$ cat src/rtl/core/bdq_pkg.sv
// Package with shared codes, types and constants for the bounded deque with search.
package bdq_pkg;

    localparam int DATA_W  = 32;
    localparam int CMD_W   = 3;
    localparam int POS_W   = 6;
    localparam int STAT_W  = 3;
    localparam int CNT_W   = 7;

    typedef enum logic [CMD_W-1:0] {
        CMD_PUSH_BACK  = 3'd0,
        CMD_PUSH_FRONT = 3'd1,
        CMD_POP_BACK   = 3'd2,
        CMD_POP_FRONT  = 3'd3,
        CMD_FIND       = 3'd4,
        CMD_READ_AT    = 3'd5,
        CMD_DELETE_AT  = 3'd6,
        CMD_CLEAR      = 3'd7
    } cmd_t;

    typedef enum logic [STAT_W-1:0] {
        STAT_OK       = 3'd0,
        STAT_EMPTY    = 3'd1,
        STAT_FULL     = 3'd2,
        STAT_RANGE    = 3'd3,
        STAT_NOTFOUND = 3'd4
    } status_t;

    typedef enum logic [2:0] {
        OP_HOLD,
        OP_ROT,
        OP_SHR,
        OP_DEL,
        OP_WR
    } cell_op_t;

    typedef struct packed {
        cell_op_t                   op;
        logic signed [DATA_W-1:0]   data;
    } cell_ctl_t;

    typedef enum logic [2:0] {
        S_IDLE   = 3'b001,
        S_SCAN   = 3'b010,
        S_FINISH = 3'b100
    } state_t;

endpackage

$ cat src/rtl/core/bdq_if.sv
// Request and response channel interfaces of the bounded deque with search.
interface bdq_req_if;
    logic                valid;
    logic                ready;
    logic [2:0]          cmd;
    logic signed [31:0]  value;
    logic [5:0]          position;

    modport source (output valid, output cmd, output value, output position, input ready);
    modport sink   (input valid, input cmd, input value, input position, output ready);
endinterface

interface bdq_rsp_if;
    logic                valid;
    logic                ready;
    logic [2:0]          status;
    logic signed [31:0]  read_value;
    logic [5:0]          found_position;
    logic [6:0]          entry_count;
    logic signed [31:0]  front_value;
    logic signed [31:0]  back_value;

    modport source (output valid, output status, output read_value, output found_position,
                    output entry_count, output front_value, output back_value, input ready);
    modport sink   (input valid, input status, input read_value, input found_position,
                    input entry_count, input front_value, input back_value, output ready);
endinterface

$ cat src/rtl/core/bdq_cell.sv
// One storage cell of the deque chain, holding a single entry.
module bdq_cell
    import bdq_pkg::*;
#(
    parameter int IDX   = 0,
    parameter int SEL_W = 7
)
(
    input  logic                      clk,
    input  cell_ctl_t                 ctl,
    input  logic [SEL_W-1:0]          sel,
    input  logic signed [DATA_W-1:0]  left_data,
    input  logic signed [DATA_W-1:0]  right_data,
    output logic signed [DATA_W-1:0]  data
);

    logic signed [DATA_W-1:0] data_reg;
    logic signed [DATA_W-1:0] data_next;

    always_comb
    begin
        unique case (ctl.op)
            OP_HOLD: data_next = data_reg;
            OP_ROT:  data_next = right_data;
            OP_SHR:  data_next = left_data;
            OP_DEL:  data_next = (SEL_W'(IDX) >= sel) ? right_data : data_reg;
            OP_WR:   data_next = (SEL_W'(IDX) == sel) ? ctl.data : data_reg;
            default: data_next = data_reg;
        endcase
    end

    always_ff @(posedge clk)
    begin
        data_reg <= data_next;
    end

    assign data = data_reg;

endmodule

$ cat src/rtl/core/bdq_cell_row.sv
// Ring of deque cells; cell 0 holds the front entry.
module bdq_cell_row
    import bdq_pkg::*;
#(
    parameter int CAPACITY = 64,
    parameter int SEL_W    = 7
)
(
    input  logic                      clk,
    input  cell_ctl_t                 ctl,
    input  logic [SEL_W-1:0]          sel,
    output logic signed [DATA_W-1:0]  head_data
);

    logic signed [DATA_W-1:0] cell_data [CAPACITY];

    for (genvar i = 0; i < CAPACITY; i++)
    begin : g_cell
        logic signed [DATA_W-1:0] left_data;

        if (i == 0)
        begin : g_first
            assign left_data = ctl.data;
        end
        else
        begin : g_rest
            assign left_data = cell_data[i-1];
        end

        bdq_cell #(
            .IDX   (i),
            .SEL_W (SEL_W)
        ) u_cell (
            .clk        (clk),
            .ctl        (ctl),
            .sel        (sel),
            .left_data  (left_data),
            .right_data (cell_data[(i + 1) % CAPACITY]),
            .data       (cell_data[i])
        );
    end

    assign head_data = cell_data[0];

endmodule

$ cat src/rtl/core/bounded_deque_with_search_unit.sv
// Top level of the bounded deque with search: command decode, ring scan and response register.
//
// The transfer edge of a command applies any change to the chain of cells (push front, pop
// front and delete at shift cells at once, push back writes one cell, pop back and clear change
// only the count). The ring then rotates through all CAPACITY cells so that every entry passes
// cell 0, where find, read at, and the front and back values are picked up. The finish state
// then loads the response register, once any earlier response has been taken. No new command
// is taken until then. A new request is taken once the previous response is in the output
// register, while that response still waits to be taken.
module bounded_deque_with_search_unit
    import bdq_pkg::*;
#(
    parameter int CAPACITY = 64
)
(
    input  logic         clk,
    input  logic         rst_n,
    bdq_req_if.sink      req,
    bdq_rsp_if.source    rsp
);

    localparam int IW    = (CAPACITY > 1) ? $clog2(CAPACITY) : 1;
    localparam int CW    = $clog2(CAPACITY + 1);
    localparam int CMP_W = (CW > POS_W) ? CW : POS_W;

    state_t                    state_reg;
    state_t                    state_next;
    logic [CW-1:0]             count_reg;
    logic [CW-1:0]             count_next;
    logic [IW-1:0]             k_reg;
    logic [IW-1:0]             k_next;
    logic                      rsp_valid_reg;
    logic                      rsp_valid_next;

    cmd_t                      cmd_reg;
    logic signed [DATA_W-1:0]  value_reg;
    logic [POS_W-1:0]          pos_reg;
    status_t                   status_reg;
    logic signed [DATA_W-1:0]  rd_reg;
    logic [IW-1:0]             fp_reg;
    logic signed [DATA_W-1:0]  front_reg;
    logic signed [DATA_W-1:0]  back_reg;

    status_t                   out_status_reg;
    logic signed [DATA_W-1:0]  out_rd_reg;
    logic [IW-1:0]             out_fp_reg;
    logic [CW-1:0]             out_count_reg;
    logic signed [DATA_W-1:0]  out_front_reg;
    logic signed [DATA_W-1:0]  out_back_reg;

    logic                      accept;
    logic                      load_out;
    logic                      last_k;
    cmd_t                      req_cmd;
    status_t                   acc_status;
    logic [CW-1:0]             acc_count;
    cell_op_t                  acc_op;
    logic [CW-1:0]             acc_sel;
    logic [CMP_W-1:0]          count_ext;
    logic [CMP_W-1:0]          pos_ext;
    logic [CMP_W-1:0]          k_ext;
    logic                      list_empty;
    logic                      list_full;
    logic                      pos_bad;
    logic                      in_list;
    cell_ctl_t                 ctl;
    logic signed [DATA_W-1:0]  head_data;

    assign req.ready = (state_reg == S_IDLE);
    assign accept    = req.valid && req.ready;
    assign req_cmd   = cmd_t'(req.cmd);
    assign last_k    = (k_reg == IW'(CAPACITY - 1));
    assign load_out  = (state_reg == S_FINISH) && (!rsp_valid_reg || rsp.ready);

    assign count_ext  = CMP_W'(count_reg);
    assign pos_ext    = CMP_W'(req.position);
    assign k_ext      = CMP_W'(k_reg);
    assign list_empty = (count_reg == '0);
    assign list_full  = (count_reg == CW'(CAPACITY));
    assign pos_bad    = (pos_ext >= count_ext);
    assign in_list    = (k_ext < count_ext);

    always_comb
    begin
        acc_status = STAT_OK;
        acc_count  = count_reg;
        acc_op     = OP_HOLD;
        acc_sel    = count_reg;
        unique case (req_cmd)
            CMD_PUSH_BACK:
            begin
                if (list_full)
                begin
                    acc_status = STAT_FULL;
                end
                else
                begin
                    acc_op    = OP_WR;
                    acc_count = count_reg + CW'(1);
                end
            end
            CMD_PUSH_FRONT:
            begin
                if (list_full)
                begin
                    acc_status = STAT_FULL;
                end
                else
                begin
                    acc_op    = OP_SHR;
                    acc_count = count_reg + CW'(1);
                end
            end
            CMD_POP_BACK:
            begin
                if (list_empty)
                begin
                    acc_status = STAT_EMPTY;
                end
                else
                begin
                    acc_count = count_reg - CW'(1);
                end
            end
            CMD_POP_FRONT:
            begin
                if (list_empty)
                begin
                    acc_status = STAT_EMPTY;
                end
                else
                begin
                    acc_op    = OP_DEL;
                    acc_sel   = '0;
                    acc_count = count_reg - CW'(1);
                end
            end
            CMD_FIND:
            begin
                acc_status = STAT_NOTFOUND;
            end
            CMD_READ_AT:
            begin
                if (list_empty)
                begin
                    acc_status = STAT_EMPTY;
                end
                else if (pos_bad)
                begin
                    acc_status = STAT_RANGE;
                end
            end
            CMD_DELETE_AT:
            begin
                if (list_empty)
                begin
                    acc_status = STAT_EMPTY;
                end
                else if (pos_bad)
                begin
                    acc_status = STAT_RANGE;
                end
                else
                begin
                    acc_op    = OP_DEL;
                    acc_sel   = CW'(req.position);
                    acc_count = count_reg - CW'(1);
                end
            end
            CMD_CLEAR:
            begin
                acc_count = '0;
            end
            default:
            begin
                acc_status = STAT_OK;
            end
        endcase
    end

    always_comb
    begin
        ctl.data = req.value;
        if (state_reg == S_SCAN)
        begin
            ctl.op = OP_ROT;
        end
        else if (accept)
        begin
            ctl.op = acc_op;
        end
        else
        begin
            ctl.op = OP_HOLD;
        end
    end

    always_comb
    begin
        state_next     = state_reg;
        count_next     = count_reg;
        k_next         = k_reg;
        rsp_valid_next = rsp_valid_reg;
        if (rsp.ready)
        begin
            rsp_valid_next = 1'b0;
        end
        unique case (state_reg)
            S_IDLE:
            begin
                if (accept)
                begin
                    state_next = S_SCAN;
                    count_next = acc_count;
                    k_next     = '0;
                end
            end
            S_SCAN:
            begin
                if (last_k)
                begin
                    state_next = S_FINISH;
                    k_next     = '0;
                end
                else
                begin
                    k_next = k_reg + IW'(1);
                end
            end
            S_FINISH:
            begin
                if (load_out)
                begin
                    state_next     = S_IDLE;
                    rsp_valid_next = 1'b1;
                end
            end
            default:
            begin
                state_next = S_IDLE;
            end
        endcase
    end

    always_ff @(posedge clk or negedge rst_n)
    begin
        if (!rst_n)
        begin
            state_reg     <= S_IDLE;
            count_reg     <= '0;
            k_reg         <= '0;
            rsp_valid_reg <= 1'b0;
        end
        else
        begin
            state_reg     <= state_next;
            count_reg     <= count_next;
            k_reg         <= k_next;
            rsp_valid_reg <= rsp_valid_next;
        end
    end

    always_ff @(posedge clk)
    begin
        if (accept)
        begin
            cmd_reg    <= req_cmd;
            value_reg  <= req.value;
            pos_reg    <= req.position;
            status_reg <= acc_status;
            rd_reg     <= '0;
            fp_reg     <= '0;
            front_reg  <= '0;
            back_reg   <= '0;
        end
        else if (state_reg == S_SCAN)
        begin
            if (cmd_reg == CMD_FIND && status_reg == STAT_NOTFOUND && in_list
                && head_data == value_reg)
            begin
                status_reg <= STAT_OK;
                fp_reg     <= k_reg;
            end
            if (cmd_reg == CMD_READ_AT && status_reg == STAT_OK
                && k_ext == CMP_W'(pos_reg))
            begin
                rd_reg <= head_data;
            end
            if (count_reg != '0 && k_reg == '0)
            begin
                front_reg <= head_data;
            end
            if (count_reg != '0 && k_ext + CMP_W'(1) == count_ext)
            begin
                back_reg <= head_data;
            end
        end
        if (load_out)
        begin
            out_status_reg <= status_reg;
            out_rd_reg     <= rd_reg;
            out_fp_reg     <= fp_reg;
            out_count_reg  <= count_reg;
            out_front_reg  <= front_reg;
            out_back_reg   <= back_reg;
        end
    end

    bdq_cell_row #(
        .CAPACITY (CAPACITY),
        .SEL_W    (CW)
    ) u_row (
        .clk       (clk),
        .ctl       (ctl),
        .sel       (accept ? acc_sel : count_reg),
        .head_data (head_data)
    );

    assign rsp.valid          = rsp_valid_reg;
    assign rsp.status         = out_status_reg;
    assign rsp.read_value     = out_rd_reg;
    assign rsp.found_position = POS_W'(out_fp_reg);
    assign rsp.entry_count    = CNT_W'(out_count_reg);
    assign rsp.front_value    = out_front_reg;
    assign rsp.back_value     = out_back_reg;

endmodule

$ cat src/flat_wrapper.sv
// flat-port wrapper written by rule: the top's interface ports become plain ports
module bounded_deque_with_search_unit_flat import bdq_pkg::*;
#(
    parameter int CAPACITY = 64
)
  (clk, rst_n, req_valid, req_cmd, req_value, req_position, req_ready, rsp_valid, rsp_status, rsp_read_value, rsp_found_position, rsp_entry_count, rsp_front_value, rsp_back_value, rsp_ready);
  bdq_req_if req_i ();
  bdq_rsp_if rsp_i ();
  input  logic clk;
  input  logic rst_n;
  input wire logic [$bits(req_i.valid)-1:0] req_valid;
  input wire logic [$bits(req_i.cmd)-1:0] req_cmd;
  input wire logic [$bits(req_i.value)-1:0] req_value;
  input wire logic [$bits(req_i.position)-1:0] req_position;
  output wire logic [$bits(req_i.ready)-1:0] req_ready;
  output wire logic [$bits(rsp_i.valid)-1:0] rsp_valid;
  output wire logic [$bits(rsp_i.status)-1:0] rsp_status;
  output wire logic [$bits(rsp_i.read_value)-1:0] rsp_read_value;
  output wire logic [$bits(rsp_i.found_position)-1:0] rsp_found_position;
  output wire logic [$bits(rsp_i.entry_count)-1:0] rsp_entry_count;
  output wire logic [$bits(rsp_i.front_value)-1:0] rsp_front_value;
  output wire logic [$bits(rsp_i.back_value)-1:0] rsp_back_value;
  input wire logic [$bits(rsp_i.ready)-1:0] rsp_ready;
  assign req_i.valid = req_valid;
  assign req_i.cmd = req_cmd;
  assign req_i.value = req_value;
  assign req_i.position = req_position;
  assign req_ready = req_i.ready;
  assign rsp_valid = rsp_i.valid;
  assign rsp_status = rsp_i.status;
  assign rsp_read_value = rsp_i.read_value;
  assign rsp_found_position = rsp_i.found_position;
  assign rsp_entry_count = rsp_i.entry_count;
  assign rsp_front_value = rsp_i.front_value;
  assign rsp_back_value = rsp_i.back_value;
  assign rsp_i.ready = rsp_ready;
  bounded_deque_with_search_unit #(.CAPACITY(CAPACITY)) u_core (.clk(clk), .rst_n(rst_n), .req(req_i), .rsp(rsp_i));
endmodule
$ cat config.mk
export PLATFORM = sky130hd
export DESIGN_NAME = bounded_deque_with_search_unit_flat
export DESIGN_NICKNAME = d
export VERILOG_FILES = /design/src/rtl/core/bdq_pkg.sv /design/src/rtl/core/bdq_if.sv /design/src/rtl/core/bdq_cell.sv /design/src/rtl/core/bdq_cell_row.sv /design/src/rtl/core/bounded_deque_with_search_unit.sv /design/src/flat_wrapper.sv
export SDC_FILE = /design/constraint.sdc
export NUM_CORES = 2
export LEC_CHECK = 0
export BUFFER_PORTS_ARGS = -buffer_cell sky130_fd_sc_hd__clkbuf_2
export CAP_MARGIN = 20
export CORE_UTILIZATION = 35
export DETAILED_ROUTE_END_ITERATION = 7
export PLACE_DENSITY = 0.6
export SKIP_LAST_GASP = 1
export SYNTH_ARGS = -nofsm -noshare
export SYNTH_HDL_FRONTEND = slang
export SYNTH_SLANG_ARGS = --single-unit
$ cat constraint.sdc
create_clock -name clk -period 9.5 [get_ports clk]
set_input_delay 0.95 -clock clk [delete_from_list [all_inputs] [get_ports clk]]
set_output_delay 0.95 -clock clk [all_outputs]
set_load 0.03 [all_outputs]
==> metrics list <==
* Clock network latency to the later pin of the worst-skew pair: 0.92 ns
- In this run the most critical hold path is launched from req_value[18].
* DRT Pass-1 Iters: 8
* Distinct cells, synth: 64
- In the final layout, the share of cells above drive strength 1 is 0.0750.
* Critical path cell sequence: inv_1 -> ha_1 -> nand2_1 -> o21ai_1 -> a31oi_1 -> a2111oi_0 -> a31o_4 -> nor2_1 -> o21ai_0 -> o211ai_1 -> buf_4
* Proportion of synthesized chip area in sequential cells: 0.655
* Slowest Stage Delay on Critical Path: 0.86 ns
- The initial utilization of the core area, before any placement, comes to 0.353.
- Hold Vio Cnt, Final: 0
- At the worst endpoint, the arrival time is 6.63 ns.
- Warnings from Yosys: 0
- Of the post-synthesis cell area, the dominant cell type holds 0.631.
- Across the run, the number of max-cap violations was 0.
- After detailed routing, the number of vias per cell comes to 6.03.
- The largest individual stage delay along the critical path comes from the cell a2111oi_0.
- The H-tree was split into 4 levels.
* CTS clk-pin slew, worst paths: 0.07 ns
- Final net count: 9826
* Top_reg_cell synth: edfxtp_1
- Counting flops with an async set or reset pin after synthesis yields a share of 0.00732.
* Maximum net fanout on the critical path: 32
- Measured in cells, the most critical reg-to-reg path has a length of 11.
- The initial antenna violation count is 10.
* Clock share of power: 0.254
- CTS placed an instance of clkbuf_16 at the clock tree root.
- The checks that failed: DRC.
- Worst IR Drop VDD: 0.000203 V
- The die covers 0.302 mm^2.
* Overall power of the completed layout: 36.7 mW
- Synthesis handed over a netlist of 10100 instances.
- Routing layer with the top usage in global route: met2
* Residual antenna-violating net count after detailed routing: 0
* Crit path kind: flop to flop
- Row count: 200
- For this run, global-route usage on met2 was measured as 0.362.
* Switching power share of the total: 0.348
- Of the total power, registers draw 0.514.
- Total CTS buffers: 237
* Clock tree from TritonCTS: built
* Unrepaired setup endpoints after global routing: false
- Summed over all nets, the switching power comes to 12.8 mW.
- Ports placed on the boundary: 159
- In the routed design, unresolved DRC markers number 2.
* Pwr/cell area: 314 mW/mm^2
- The smallest clock period supported by the final layout is computed as 6.10 ns.
- Between clock sinks in the finished design, the worst skew comes to 0.0635 ns.
* Max FFs per register: 2048
- The worst pin sits at a relative slew slack of 0.00594.
- Routed wirelength normalized by instance count: 25.3 um
* Highest achievable clock rate: 164 MHz
- CTS max path bufs: 4
- After filler insertion, the fill cell instance count of the layout stands at 28700.
- In the global route stage, met3 resource usage came out at 0.0390.
- Total wire length after detailed routing: 352000 um
* Final setup TNS: 0 ns
- The floorplan step set the die width to 549 um.
- Vias: 83800
- Share of the clock period used by the worst path: 0.642
* Dpl hpwl: 204000 um
- Data required time at the worst endpoint: 10.03 ns
- In this run, synthesis produced a sequential element count of 2323.
- A synthesized cell averages 10.3 um^2.
* Met1 GRT Util: 0.300
- Final setup viols: 0
- After the first detailed-routing iteration, the DRC count stood at 11900.
- The final number of max-transition violations was 0.
- Buffers placed on the I/O ports in this run total 158.
* Die boundary height: 549 um
- Kind of start point of the critical path: flop
- nand3_1 is the most common cell in the netlist.
* CP Launch Point: u_core.count_ext[1]
* Status: finished with violations
* Total number of clock tree sinks: 2323
* First-pass GRT wire length: 523000 um
- Type of the most critical hold path: input pin to flop
* Comb power frac: 0.232
- Summed over all layers, the global routing overflow is 0.
- STA classifies the critical path endpoint as a flop.
- Cells taking the most area after synthesis: edfxtp_1, nand3_1, nand2_1, clkbuf_1, dfxtp_1
* Nets in the synthesized netlist: 10200
- edfxtp_1 takes more of the synthesized area than any other cell.
- Core Region: 0.298 mm^2
* Via count of the first global-routing pass: 81500
- By count the netlist is led by nand3_1, nand2_1, edfxtp_1, clkbuf_1, buf_2.
- Weighted congestion reported at the end of routability-driven placement: 0.883
* Final standard cell area without fillers: 0.117 mm^2
- Compared with the post-synthesis result, the final layout area differs by 11.5%.
- RR Startpoint: u_core.count_ext[1]
- Netlist Area Pre-Place: 0.105 mm^2
* Placed instance area: 0.109 mm^2
- Counting instances, the worst hold path has a depth of 1.
* Number of synthesized flops with an enable pin: 2204
- For the pin with the worst max-slew slack, the measured transition is 1.49 ns.
- Cell internal power was estimated by the tool at 23.9 mW.
- Leakage dissipation: 44.8 nW
- For this run, the total global-route usage over all layers was measured as 0.224.
- Entering global routing, the biggest net connects 253 pins.
==> critical path, delay by kind of cell, from the launching register on <==
family | cells | cell delay, ns
AO/OA/AOI/OAI | 6 | 3.30
flip-flops | 1 | 0.73
adder cells (fa/ha/maj) | 1 | 0.37
AND/OR/NAND/NOR | 2 | 0.38
buffers and inverters | 2 | 0.80
==> routing by layer <==
metal | vias to the layer above | part of all wire
met5 | - | 0.000063
met4 | 4 | 0.035
met3 | 691 | 0.092
met2 | 4541 | 0.47
met1 | 42700 | 0.40
li1 | 35800 | -
==> logic make-up after synthesis <==
logic type,after synthesis,synth area share
flops,2323,0.655
buf+inv,944,0.0359
compound gates,206,0.0121
fa+ha+maj,20,0.00246
mux,72,0.00687
simple gates,6524,0.284
xor+xnor,51,0.00426
==> power groups by stage <==
stage | sequential [mW] | clock [mW] | combinational, mW
after floorplan | 17.9 | 0 | 5.15
after global placement | 18.9 | 0 | 8.23
after detailed placement | 19.0 | 0 | 8.41
after CTS | 18.8 | 9.44 | 8.44
after global routing | 19.1 | 9.79 | 9.21
final | 18.9 | 9.33 | 8.54
==> per-stage QoR <==
step / cells / util / worst slack [ns] / hold slack [ns]
after detailed placement: 13500 / 0.367 / 3.23 / 0.413
after global placement: 13500 / 0.367 / 3.20 / 0.414
after global routing: 13900 / 0.393 / 3.25 / 0.255
final: 13900 / 0.393 / 3.40 / 0.275
after CTS: 13900 / 0.393 / 3.53 / 0.210
after floorplan: 10100 / - / 2.41 / 0.408
==> final timing paths <==
kind / to / slack, ns
min: u_core.value_reg[18] / 0.28
max in group asynchronous: u_core.state_reg[0] / 8.61
min reg2reg: u_core.rsp.read_value[25] / 0.41
max: u_core.u_row.g_cell[60].u_cell.data[12] / 3.40
min in group asynchronous: u_core.count_ext[1] / 0.53
max reg2reg: u_core.u_row.g_cell[60].u_cell.data[12] / 3.40
==> cells in the final DEF, fill, tap and decap left out, drive strengths merged, types with 4 or more instances in the layout <==
cell type,count
xnor2,28
clkinv,96
o31ai,7
clkbuf,455
a31oi,10
ha,19
o22ai,8
clkinvlp,7
o221ai,10
nand2b,5
a21oi,81
buf,150
nand4,10
nand2,2276
bufinv,19
edfxtp,2204
nor2,115
o21ai,52
nor2b,6
inv,26
nor4,9
xor2,23
a21o,6
dfrtp,16
dfxtp,102
nor3,17
nand3,4062
nor3b,4
mux2i,72
o211ai,7
a21boi,4
==> cell type report <==
type	instances	area, um^2	area share
Clock buffer	298	6320	0.0541
Sequential cell	2323	68700	0.587
Timing Repair Buffer	308	2250	0.0192
Clock inverter	130	1190	0.0102
Antenna cell	3	7.51	0.0000642
Multi-Input combinational cell	6873	33500	0.286
Tap cell	3939	4930	0.0422
Inverter	18	70.1	0.000599
==> timing repair <==
| action | CTS | global route |
|---|---|---|
| endpoints found under the hold margin | 16 | 0 |
| hold buffers | 1 | 0 |
| setup buffers | 0 | 0 |
| gates resized for setup | 0 | 0 |
Note: power is estimated with default switching activity, not from simulation.
